### config.mk
export PLATFORM = sky130hd
export DESIGN_NAME = dssm_div
export DESIGN_NICKNAME = d
export VERILOG_FILES = /design/src/sv/dssm_pkg.sv /design/src/sv/dssm_div.sv
export SDC_FILE = /design/constraint.sdc
export NUM_CORES = 1
export LEC_CHECK = 0
export BUFFER_PORTS_ARGS = -buffer_cell sky130_fd_sc_hd__buf_2
export CORE_ASPECT_RATIO = 0.5
export CORE_MARGIN = 2
export CORE_UTILIZATION = 43
export CTS_CLUSTER_SIZE = 10
export DETAILED_ROUTE_END_ITERATION = 10
export PLACE_DENSITY = 0.71
export SYNTH_ARGS = -nofsm -noshare
export SYNTH_HDL_FRONTEND = slang
export SYNTH_SLANG_ARGS = --single-unit
### constraint.sdc
create_clock -name i_clk -period 4.73 [get_ports i_clk]
set_input_delay 0.946 -clock i_clk [delete_from_list [all_inputs] [get_ports i_clk]]
set_output_delay 0.946 -clock i_clk [all_outputs]
set_load 0.05 [all_outputs]
### src/sv/dssm_pkg.sv
// ----------------------------------------------------------------------------
// dssm_pkg - shared types and constants of the drum step sequencer mixer
// Holds opcodes, register indexes, sequencer states and store dimensions.
// ----------------------------------------------------------------------------
`default_nettype none

package dssm_pkg;

    // store dimensions
    localparam int INSTRUMENTS   = 16;
    localparam int STEPS         = 16;
    localparam int PATTERNS      = 16;
    localparam int SAMPLE_WORDS  = 16384;
    localparam int CHAIN_MAX     = 16;
    localparam int MIX_DIVISOR   = 6;

    // divide by six as a multiply by ceil(2^22 / 6) and a shift by 22;
    // exact for magnitudes up to 2^21
    localparam int MIX_RECIP     = 699051;
    localparam int MIX_SHIFT     = 22;

    // divider operand widths
    localparam int DIV_NUM_W = 32;
    localparam int DIV_DEN_W = 16;

    // register reset values
    localparam logic [15:0] BEAT_LEN_RST  = 16'd12000;
    localparam logic [4:0]  INST_CNT_RST  = 5'd16;

    typedef enum logic [2:0] {
        OP_TICK    = 3'd0,
        OP_TRIGGER = 3'd1,
        OP_TOGGLE  = 3'd2,
        OP_WR_SMP  = 3'd3,
        OP_SET_LEN = 3'd4,
        OP_WR_STEP = 3'd5,
        OP_APPEND  = 3'd6,
        OP_COMMIT  = 3'd7
    } t_op;

    typedef enum logic {
        CFG_BEAT_LEN  = 1'b0,
        CFG_INST_CNT  = 1'b1
    } t_cfg_idx;

    typedef enum logic [3:0] {
        ST_IDLE,
        ST_TDIV,
        ST_MDIV,
        ST_SDIV,
        ST_SWITCH,
        ST_SCAN_RD,
        ST_SCAN_CHK,
        ST_MIX_RD,
        ST_MIX_ACC,
        ST_VOICE_RD,
        ST_VOICE_ACC,
        ST_ODIV_GO,
        ST_ODIV,
        ST_OUT,
        ST_CDIV
    } t_state;

    // request to the shared divider
    typedef struct packed {
        logic                 start;
        logic [DIV_NUM_W-1:0] dividend;
        logic [DIV_DEN_W-1:0] divisor;
    } t_div_req;

    // answer of the shared divider
    typedef struct packed {
        logic                 done;
        logic [DIV_NUM_W-1:0] quotient;
        logic [DIV_DEN_W-1:0] remainder;
    } t_div_rsp;

endpackage

`default_nettype wire

### src/sv/dssm_div.sv
// ----------------------------------------------------------------------------
// dssm_div - shared restoring divider
// Unsigned 32 by 16 bit division, one quotient bit per cycle.
// ----------------------------------------------------------------------------
`default_nettype none

module dssm_div (
    input  wire                i_clk,
    input  wire                i_rst_n,
    input  dssm_pkg::t_div_req i_req,
    output dssm_pkg::t_div_rsp o_rsp
);

    logic                           r_busy;
    logic                           r_done;
    logic [4:0]                     r_cnt;
    logic [dssm_pkg::DIV_NUM_W-1:0] r_quo;
    logic [dssm_pkg::DIV_DEN_W-1:0] r_rem;
    logic [dssm_pkg::DIV_DEN_W-1:0] r_dvs;

    logic [dssm_pkg::DIV_DEN_W:0]   w_shift;
    logic [dssm_pkg::DIV_DEN_W:0]   w_diff;
    logic                           w_fit;

    // shift in the next dividend bit and try a subtract
    always_comb begin
        w_shift = {r_rem, r_quo[dssm_pkg::DIV_NUM_W-1]};
        w_fit   = (w_shift >= {1'b0, r_dvs});
        w_diff  = w_shift - {1'b0, r_dvs};
    end

    // control: start, count, finish
    always_ff @(posedge i_clk) begin
        if (!i_rst_n) begin
            r_busy <= 1'b0;
            r_done <= 1'b0;
            r_cnt  <= '0;
        end else begin
            r_done <= 1'b0;
            if (i_req.start) begin
                r_busy <= 1'b1;
                r_cnt  <= '0;
            end else if (r_busy) begin
                r_cnt <= r_cnt + 5'd1;
                if (r_cnt == 5'd31) begin
                    r_busy <= 1'b0;
                    r_done <= 1'b1;
                end
            end
        end
    end

    // datapath: load operands, then iterate
    always_ff @(posedge i_clk) begin
        if (i_req.start) begin
            r_quo <= i_req.dividend;
            r_rem <= '0;
            r_dvs <= i_req.divisor;
        end else if (r_busy) begin
            r_quo <= {r_quo[dssm_pkg::DIV_NUM_W-2:0], w_fit};
            r_rem <= w_fit ? w_diff[dssm_pkg::DIV_DEN_W-1:0]
                           : w_shift[dssm_pkg::DIV_DEN_W-1:0];
        end
    end

    assign o_rsp.done      = r_done;
    assign o_rsp.quotient  = r_quo;
    assign o_rsp.remainder = r_rem;

endmodule

`default_nettype wire

# --- Yosys cells after proc, flatten, opt, wreduce, memory -nomap -nowiden ---
# Cells that the tools add are included.
word_totals:
  ff_bits: 71
  output_inout_bits: 49
  wordCells: 22
op_classes:
  addsub: 2
  n_lt_le_gt_ge: 1
  eq_ne: 1
  mux: 7
  n_bitwise: 2
  n_reduce_logical: 3
op_table:
  columns: ["operator", "count"]
  rows:
  - ["32-bit two-way mux", 2]
  - ["17-bit by 16-bit >= comparator with 1-bit output", 1]
  - ["16-bit two-way mux", 1]
  - ["16-bit subtractor", 1]
  - ["5-bit by 1-bit adder with 5-bit output (second input constant)", 1]
  - ["5-bit == test (second input constant)", 1]
  - ["1-bit two-way mux", 4]
  - ["3-bit OR reduction", 1]
  - ["1-bit inverter", 2]
  - ["2-bit nonzero test", 1]
  - ["2-bit OR reduction", 1]

# --- Logic depth before layout (Yosys ltp) ---
# Gate-level depths: netlist of the first run.
depth:
  ltp_word: 4
  mapped_depth: 12

# --- Least setup slack after synthesis of the first run ---
# OpenSTA, ideal clock, no wires.
synth_timing:
  path_type: "reg2reg"
  startpoint: "register r_rem[5] (netlist bit)"
  endpoint: "register r_quo[0] (netlist bit), data pin"
  setup_ns: 0.260
  t_arrival_ns: 2.549
  path_slack_ns: 1.921
  stages_incl_launch_ff: 10
  period_less_slack_ns: 2.809
  path_cell_list: "dfxtp_1 -> ha_1 -> a21oi_1 -> nand2_1 -> o21ai_1 -> a2111oi_4 -> or2_2 -> buf_6 -> buf_6 -> mux2_2"
synth_between:
  elab_chain_len: 3
synth_lines:
  columns: ["item", "line", "rtl"]
  rows:
  - ["start, declared", "dssm_div.sv:18", "logic [dssm_pkg::DIV_DEN_W-1:0] r_rem;"]
  - ["start signal, assigned", "dssm_div.sv:61", "r_rem <= w_fit ? w_diff[dssm_pkg::DIV_DEN_W-1:0]"]
  - ["17-bit by 16-bit >= comparator with 1-bit output", "dssm_div.sv:28", "w_fit = (w_shift >= {1'b0, r_dvs});"]
  - ["32-bit two-way mux", "dssm_div.sv:59", "end else if (r_busy) begin"]
  - ["32-bit two-way mux", "dssm_div.sv:55", "if (i_req.start) begin"]
  - ["end signal, assigned", "dssm_div.sv:56", "r_quo <= i_req.dividend;"]
  - ["end signal, assigned", "dssm_div.sv:60", "r_quo <= {r_quo[dssm_pkg::DIV_NUM_W-2:0], w_fit};"]
  - ["end, declared", "dssm_div.sv:17", "logic [dssm_pkg::DIV_NUM_W-1:0] r_quo;"]
# Every way passes these cells. The select of a mux whose other input is x is not followed.
# A chain may end at the register's enable or synchronous reset.

# --- Worst setup path after layout of the first run ---
layout_timing:
  startpoint: "register r_rem[5] (netlist bit)"
  endpoint: "register r_rem[0] (netlist bit)"
layout_between:
  elab_chain_len: 2
layout_lines:
  columns: ["item", "line"]
  rows:
  - ["17-bit by 16-bit >= comparator with 1-bit output", "dssm_div.sv:28"]
  - ["16-bit two-way mux", "dssm_div.sv:61"]
# Every way passes these cells.

==> results of run 1 <==
[critical path, stage by stage, from the launching register on]
cell and delay, ns:
dfxtp_1 0.33, ha_1 0.38, a21oi_1 0.25, nand2_1 0.08
o21ai_1 0.37, a2111oi_4 0.16, nor2_2 0.52, mux2_2 0.40
a211oi_1 0.21
[cell families after synthesis]
family                     Yosys count  synth area share
AOI/OAI and AO/OA                   66            0.1245
xor gates and xnor gates            11           0.02550
adders and majority gates           19           0.06490
buffers and inverters               40           0.04537
DFF                                 71            0.5033
muxes                               36            0.1066
and+or+nand+nor                     99            0.1298
[synthesized netlist by cell type (2+ instances only)]
master	instances	area, sq um
buf_1	2	7.510
o21a_1	5	37.54
dfxtp_1	23	460.4
xnor2_1	8	70.07
o22ai_1	2	12.51
nand2b_1	7	43.79
nor3_1	4	20.02
edfxtp_1	48	1441
buf_2	2	10.01
o221ai_1	2	17.52
a21o_1	3	22.52
o311ai_0	2	17.52
or2_2	2	12.51
a211oi_1	4	30.03
o211ai_1	2	15.01
ha_1	18	225.2
a311oi_1	11	96.34
and3_1	2	12.51
inv_1	24	90.09
clkbuf_1	9	33.78
or3b_2	2	17.52
buf_6	2	22.52
a21oi_1	17	85.08
mux2i_1	2	20.02
xor2_1	3	26.28
nor2b_1	4	25.02
nor2_1	31	116.4
nand4_1	4	25.02
or3_1	2	12.51
mux2_2	34	382.9
nand2_1	25	93.84
nand4b_1	2	17.52
o21ai_0	8	40.04
nand3_1	5	25.02
[routing by layer]
layer	vias up	wire length, um	GRT usage
li1	1453	-	-
met1	1324	3878	0.2426
met2	71	3538	0.2717
met3	13	489	0.06536
met4	0	108	0.06366
met5	-	0	0
[metrics by stage]
stage	worst slack, ns	hold WS, ns	power (uW)	cells
floorplan	1.921	0.4673	1176	342
global placement	2.066	0.4829	1287	545
detailed placement	1.976	0.4981	1292	545
CTS	1.969	0.5114	2025	560
global route	1.729	0.5278	2096	560
finish	1.951	0.5045	2004	560
[state kept, by name, indices dropped and copies added (netlist names)]
| register | count |
|---|---|
| r_busy | 1 |
| r_cnt | 5 |
| r_done | 1 |
| r_dvs | 16 |
| r_quo | 32 |
| r_rem | 16 |
[worst min path at each step]
| stage | to | start | slack, ns | cells past startpoint |
|---|---|---|---|---|
| floorplan | r_cnt[4] | r_cnt[4] | 0.47 | 2 |
| CTS | r_cnt[4] | r_cnt[4] | 0.51 | 2 |
| global route | r_cnt[4] | r_cnt[4] | 0.53 | 2 |
| finish | r_cnt[4] | r_cnt[4] | 0.50 | 2 |
| detailed placement | r_cnt[4] | r_cnt[4] | 0.50 | 2 |
| global placement | r_cnt[4] | r_cnt[4] | 0.48 | 2 |
[report_power, final]
group	switching [uW]	total, uW	leakage, uW	internal, uW
clock	261	724	0.000153	463
combinational	344	516	0.00115	172
sequential	35.1	765	0.000667	729
[layout make-up]
class,instances,area share
Inverter,24,0.01925
Tap cell,117,0.03127
Multi-Input combinational cell,231,0.3643
Clock buffer,9,0.04812
Sequential cell,71,0.4063
Clock inverter,6,0.02005
Timing Repair Buffer,102,0.1107
==> impl_metrics.tcl, run 1 <==
set metrics [dict create \
    postCtsHoldBufs 0 \
    dieArea_sq_um 9599 \
    rr_startpoint "r_rem[5]" \
    ant_nets 0 \
    nFillCells 737 \
    diodes 0 \
    seq_area_frac_synth 0.5033 \
    cts_tree "built" \
    ys.flop_type "edfxtp_1" \
    placed_area_sq_um 4362 \
    period_needed_ns 2.779 \
    seqCellArea_sq_um 1902 \
    outcome "completed" \
    vias_per_cell 5.109 \
    multi_input_area_sq_um 1705 \
    crit_start "r_rem[5]" \
    p_per_area_nw_per_um2 428.1 \
    io_pins 100 \
    start_util 0.4384 \
    dr.pass1.iters 4 \
    critPathArrivalTime_ns 3.03 \
    gp_congestion 0.8214 \
    port_buffers 99 \
    hpwlAfterDp_um 5752 \
    setup_viol 0 \
    grt_antenna_before_repair 0 \
    maxSlewViolCount 0 \
    synth_area_sq_um 3779 \
    worstHoldPathType "flop to flop" \
    grt_overflow 0 \
    die_y_um 70.29 \
    path_class "flop to flop" \
    numClockSinks 71 \
    crit_path_end_kind "flop" \
    grt_max_degree 51 \
    grt_pass1_vias 2755 \
    reg2reg_to "r_rem[0]" \
    fp.dieW_um 136.6 \
    cts-resized-gates 0 \
    worstRegToRegCells 8 \
    hold_violations 0 \
    cts.clk_slew.worst_paths_ns 0.05 \
    htreeDepth 3 \
    async_reset_ff_frac 0 \
    grtUsageTotal 0.1816 \
    start_kind "flop" \
    clock_skew_ns 0.007058 \
    crit_end "r_rem[0]" \
    ys_seq_elements 71 \
    core_area_sq_um 8618 \
    cts_buffers 9 \
    tightest_slew_ns 0.6329 \
    maxCapViolCount 0 \
    clk-insertion-delay-late_ns 0.34 \
    area_delta_synth_final_pct 23.87 \
    stdcell_area_sq_um 4681 \
    drt_iter0_drc 130 \
    wl_per_cell_um 14.31 \
    final_common_cell "buf_2" \
    nNetsFinal 509 \
    cts_root_buf "clkbuf_16" \
    synth_cells 342 \
    mostFrequentLayoutCells "buf_2 (99), edfxtp_1 (48), mux2_2 (34)" \
    crit_required_ns 4.98 \
    grt_pass1_wl_um 13500 \
    synth_fp_nets 412 \
    vias 2861 \
    synth_cell_types 55 \
    leakage_uw 0.001974 \
    drt_wl_total_um 8015 \
    rows 24 \
    r2r_slack_ns 1.95 \
    setup_tns_ns 0 \
    final_core_util 0.5431 \
    maxSlewHeadroom 0.5776 \
    drc 0 \
    yosysWarningCount 0 \
    synth_edf_count 48 \
    ir_drop_mv 0.1976 \
    syn-mean-instance-area_sq_um 11.05 \
    worst-path-max-fanout 14 \
    drive_gt1_frac 0.3567 \
    rsz0062_at_grt "no" \
    fin_crit_sh 0.5876 \
    cts_setup_buffers 0 \
    fmaxAchievable_mhz 359.8 \
    ctsLongestPathBuffers 2 \
]
(Power assumes the default switching activity.)
==> run 2, diff against run 1 <==
--- a/config.mk
+++ b/config.mk
@@ -5,6 +5,7 @@
 export SDC_FILE = /design/constraint.sdc
 export NUM_CORES = 1
 export LEC_CHECK = 0
+export ABC_AREA = 1
 export BUFFER_PORTS_ARGS = -buffer_cell sky130_fd_sc_hd__buf_2
 export CORE_ASPECT_RATIO = 0.5
 export CORE_MARGIN = 2
==> constraint.sdc (replaced) <==
create_clock -name i_clk -period 2.72 [get_ports i_clk]
set_input_delay 0.544 -clock i_clk [delete_from_list [all_inputs] [get_ports i_clk]]
set_output_delay 0.544 -clock i_clk [all_outputs]
set_load 0.05 [all_outputs]
==> impl_metrics.tcl, run 2 <==
set metrics [dict create \
    port_buffers 99 \
    path_common_cell "nand2_1" \
    area_delta_synth_final_pct 21.69 \
    fmaxAchievable_mhz 445.3 \
    nNetsFinal 698 \
    mostFrequentLayoutCells "nand2_1 (236), buf_2 (99), inv_1 (78)" \
    seq_area_frac_synth 0.4710 \
    synth_edf_count 48 \
    dieArea_sq_um 10230 \
    critPathArrivalTime_ns 2.52 \
    grt_overflow 0 \
    setup_viol 0 \
    ys.flop_type "edfxtp_1" \
    fin_ws_ns 0.4746 \
    ctsLongestPathBuffers 2 \
    hold_violations 0 \
    worstRegToRegCells 10 \
    synth_cells 529 \
    synth_most_common_cell "nand2_1" \
    reg2reg_to "r_rem[10]" \
    numClockSinks 71 \
    path_buf_inv 1 \
    worstHoldStart "i_req[3]" \
    synth_common_cells "nand2_1 (236), inv_1 (78), edfxtp_1 (48)" \
    worstHoldPathType "input port to flop" \
    path_delay_family "simple AND/OR/NAND/NOR gates" \
    maxCapViolCount 0 \
    core_area_sq_um 8919 \
    fp.dieW_um 141.0 \
    place_ws_ns 0.5135 \
    worst-path-max-fanout 18 \
    drt_wl_total_um 9529 \
    grt_max_degree 39 \
    ant_nets 0 \
    synth_area_sq_um 4038 \
    maxSlewViolCount 0 \
    fin_crit_sh 0.8255 \
    cts_setup_buffers 0 \
    hpwlAfterDp_um 6882 \
    cts_tree "built" \
    outcome "completed" \
    synth.area.top_cells "edfxtp_1 (36%), nand2_1 (22%), dfxtp_1 (11%)" \
    cts-resized-gates 0 \
    synth_cell_types 34 \
    synth_top_area_share 0.3570 \
    synth_fp_nets 599 \
    largest_reg_flops 32 \
    holdPathStages 1 \
    cts_buffers 9 \
    ys_seq_elements 71 \
    htreeDepth 3 \
    final_common_cell "nand2_1" \
    dr.pass1.iters 5 \
    diodes 0 \
    vias_per_cell 4.827 \
    top_register "r_quo" \
    path_class "flop to flop" \
    clk-insertion-delay-late_ns 0.34 \
    drc 0 \
    async_reset_ff_frac 0 \
    gp_congestion 0.8983 \
    vias 3620 \
    syn-mean-instance-area_sq_um 7.633 \
    worstPathCellList "inv_1, ha_1, a21oi_1, o21a_1, nand2_2, nor2_4, nand2_4, nand2_1, nand3_1, nand2_1" \
    crit_slowest_cell "edfxtp_1" \
    rr_startpoint "r_dvs[14]" \
    p_per_area_nw_per_um2 591.1 \
    start_util 0.4527 \
    io_pins 100 \
    crit_required_ns 3.00 \
    grt_pass1_vias 3389 \
    grt_pass1_wl_um 16040 \
    leakage_uw 0.002697 \
    postCtsHoldBufs 0 \
    ir_drop_mv 0.4225 \
    cts_root_buf "clkbuf_16" \
    drt_iter0_drc 308 \
    start_kind "flop" \
    grtUsageTotal 0.2015 \
    period_needed_ns 2.245 \
    rsz0062_at_grt "no" \
    grt_antenna_before_repair 0 \
    holdPathEnd "r_dvs[3]" \
    setup_tns_ns 0 \
    cpPeakStageDelay_ns 0.41 \
    clock_skew_ns 0.006155 \
    drive_gt1_frac 0.2117 \
    rows 24 \
    maxSlewHeadroom 0.1421 \
    r2r_slack_ns 0.47 \
    largestRegisters "r_quo x32, r_dvs x16, r_rem x16" \
    crit_path_end_kind "flop" \
    die_y_um 72.52 \
    yosysWarningCount 0 \
    wl_per_cell_um 12.71 \
    cts.clk_slew.worst_paths_ns 0.06 \
    yosys.area.top_type "edfxtp_1" \
    tightest_slew_ns 1.282 \
]
run 2: kinds of logic (layout without fill, tap and decap cells):
group | Yosys count | in the layout | synth area share
buffers and inverters | 97 | 201 | 0.09544
adders and majority gates | 19 | 19 | 0.06074
and+or+nand+nor | 317 | 317 | 0.3337
xor gates and xnor gates | 6 | 6 | 0.01302
AOI/OAI and AO/OA | 19 | 19 | 0.02603
DFF | 71 | 71 | 0.4710
run 2: power breakdown:
part | total [uW] | internal (uW) | switching [uW] | leakage (uW)
logic | 500 | 134 | 366 | 0.00189
clock network | 1130 | 628 | 498 | 0.000132
registers | 1280 | 1240 | 36.9 | 0.000671
total | 2900 | 2000 | 901 | 0.00270
run 2: worst max path at each step:
stage | depth (start not counted) | slack (ns) | to | from
final | 10 | 0.47 | r_rem[10] | r_dvs[14]
after global routing | 10 | 0.27 | r_rem[14] | r_dvs[14]
after CTS | 10 | 0.49 | r_rem[10] | r_dvs[14]
after detailed placement | 10 | 0.51 | r_rem[11] | r_dvs[14]
after global placement | 10 | 0.51 | r_rem[8] | r_dvs[14]
after floorplan | 4 | 0.54 | r_quo[0] | i_req[48]
run 2: metal layers:
metal	track usage	vias to the layer above	routed length, um
met5	0	-	0
met4	0.06778	0	160
met3	0.06205	17	577
met2	0.3198	101	4232
met1	0.2668	1637	4558
li1	-	1865	-
run 2: area by class of cell:
| cell class | count | area [sq um] |
|---|---|---|
| fillers | 812 | 4005 |
| flip-flops and latches | 71 | 1902 |
| multi-input cells | 361 | 1750 |
| repair buffers | 103 | 525.5 |
| inverters | 82 | 307.8 |
| clock buffers | 9 | 225.2 |
| well taps | 117 | 146.4 |
| clock inverters | 7 | 56.30 |
run 2: worst register-to-register path: cells and delay by family, from the launching register on:
family,cells,cell delay [ns]
AND/OR/NAND/NOR,6,1.03
flip-flops,1,0.41
AO/OA/AOI/OAI,2,0.40
adder cells (fa/ha/maj),1,0.27
buffers and inverters,1,0.08
run 2: per-stage QoR:
step | total power [uW] | instance area (sq um) | util | hold WS, ns | instances
2_1_floorplan | 1656 | 4038 | - | 0.4428 | 529
3_3_place_gp | 1796 | 4632 | 0.5194 | 0.4588 | 734
3_5_place_dp | 1800 | 4632 | 0.5194 | 0.4679 | 734
4_1_cts | 2924 | 4913 | 0.5509 | 0.3667 | 750
5_1_grt | 3018 | 4913 | 0.5509 | 0.3677 | 750
6_report | 2904 | 4913 | 0.5509 | 0.3749 | 750
==> run 3, diff against run 2 <==
==> constraint.sdc (replaced) <==
create_clock -name i_clk -period 2.1 [get_ports i_clk]
set_input_delay 0.42 -clock i_clk [delete_from_list [all_inputs] [get_ports i_clk]]
set_output_delay 0.42 -clock i_clk [all_outputs]
set_load 0.05 [all_outputs]
==> impl_metrics.tcl, run 3 (synthesis results as in run 2) <==
set metrics [dict create \
    fin_ws_ns 0.1239 \
    clock_skew_ns 0.004752 \
    crit_required_ns 2.32 \
    io_pins 100 \
    gp_congestion 0.9079 \
    place_ws_ns -0.008591 \
    ir_drop_mv 0.3898 \
    leakage_uw 0.002748 \
    fp.dieW_um 141.0 \
    power.internal_uw 2704 \
    largest_reg_flops 32 \
    mostFrequentLayoutCells "nand2_1 (236), buf_2 (99), inv_1 (78)" \
    final_core_util 0.5616 \
    largestRegisters "r_quo x32, r_dvs x16, r_rem x16" \
    grt_max_degree 41 \
    drt_iter0_drc 315 \
    dieArea_sq_um 10230 \
    grt_pass1_vias 3376 \
    power.share.switching 0.2868 \
    worstHoldPathType "input port to flop" \
    crit_path_end_kind "flop" \
    area_delta_synth_final_pct 24.05 \
    rows 24 \
    vias 3685 \
    p_clk_frac 0.390 \
    fin_hold_ws_ns 0.2641 \
    cts.clk_slew.worst_paths_ns 0.06 \
    drive_gt1_frac 0.2215 \
    core_area_sq_um 8919 \
    sequentialPowerShare 0.437 \
    worst-path-max-fanout 8 \
    wl_per_cell_um 12.73 \
    stdcell_area_sq_um 5009 \
    setup_viol 0 \
    hold_violations 0 \
    setup_tns_ns 0 \
    fmaxAchievable_mhz 506.0 \
    grtUsageTotal 0.1991 \
    cts_root_buf "clkbuf_16" \
    placed_area_sq_um 4677 \
    path_class "flop to flop" \
    diodes 0 \
    postCtsHoldBufs 0 \
    drc 0 \
    p_per_area_nw_per_um2 757.0 \
    cts_buffers 9 \
    rsz0062_at_grt "no" \
    tightest_slew_ns 0.4727 \
    maxCapViolCount 0 \
    ctsLongestPathBuffers 2 \
    numClockSinks 71 \
    grt_pass1_wl_um 15970 \
    drt_wl_total_um 9653 \
    critPathArrivalTime_ns 2.19 \
    htreeDepth 3 \
    nNetsFinal 706 \
    maxSlewHeadroom 0.6837 \
    p_switching_uw 1087 \
    start_kind "flop" \
    period_needed_ns 1.976 \
    outcome "completed" \
    start_util 0.4527 \
    top_register "r_quo" \
    maxSlewViolCount 0 \
    clk-insertion-delay-late_ns 0.33 \
    fin_crit_sh 0.9410 \
    final_common_cell "nand2_1" \
    die_y_um 72.52 \
    combPwrFrac 0.173 \
    hpwlAfterDp_um 7131 \
    vias_per_cell 4.861 \
    grt_antenna_before_repair 0 \
    cts_tree "built" \
    ant_nets 0 \
    port_buffers 99 \
    dr.pass1.iters 5 \
    grt_overflow 0 \
]
run 3: critical path, cell delays in order, from the launching register on:
cell     delay [ns]
dfxtp_1        0.35
ha_1           0.38
nand2_1        0.09
nand2_1        0.08
nand2_1        0.07
nand2_1        0.07
nor3b_4        0.17
nor2_4         0.22
buf_4          0.20
nand3_1        0.08
nand3_1        0.09
nand2_1        0.06
run 3: worst paths after layout:
| check | startpoint | endpoint | slack [ns] | cells past startpoint |
|---|---|---|---|---|
| max | r_rem[9] | r_rem[5] | 0.12 | 11 |
| max reg2reg | r_rem[9] | r_rem[5] | 0.12 | 11 |
| min | i_req[8] | r_dvs[8] | 0.26 | 1 |
| min reg2reg | r_cnt[4] | r_cnt[4] | 0.47 | 2 |
run 3: what timing repair did:
| action | 4_1_cts | 5_1_grt |
|---|---|---|
| setup buffers | 2 | 2 |
| endpoints found under the setup margin | 11 | 11 |
| resized for setup | 0 | 2 |
| pin swaps | 1 | 1 |
run 3: final cells by class:
class / instances / area (sq um)
Clock buffer: 10 / 229.0
Multi-Input combinational cell: 361 / 1765
Clock inverter: 6 / 60.06
Fill cell: 831 / 3910
Tap cell: 117 / 146.4
Inverter: 82 / 307.8
Sequential cell: 71 / 1902
Timing Repair Buffer: 111 / 598.1
run 3: power groups by stage:
stage / combinational, uW / sequential, uW / clock [uW]
6_report: 657 / 1660 / 1480
5_1_grt: 713 / 1670 / 1570
4_1_cts: 658 / 1660 / 1520
3_5_place_dp: 657 / 1680 / 0
3_3_place_gp: 654 / 1680 / 0
2_1_floorplan: 237 / 1910 / 0
run 3: metrics by stage:
step	instances	power (uW)
after floorplan	529	2146
after global placement	738	2336
after detailed placement	738	2339
after CTS	756	3833
after global routing	758	3955
final	758	3791
run 3: metal layers:
layer / wire length [um] / vias up / GRT usage
met5: 0 / - / 0
met4: 101 / 0 / 0.05778
met3: 701 / 10 / 0.04884
met2: 4291 / 124 / 0.3138
met1: 4559 / 1682 / 0.2762
li1: - / 1869 / -
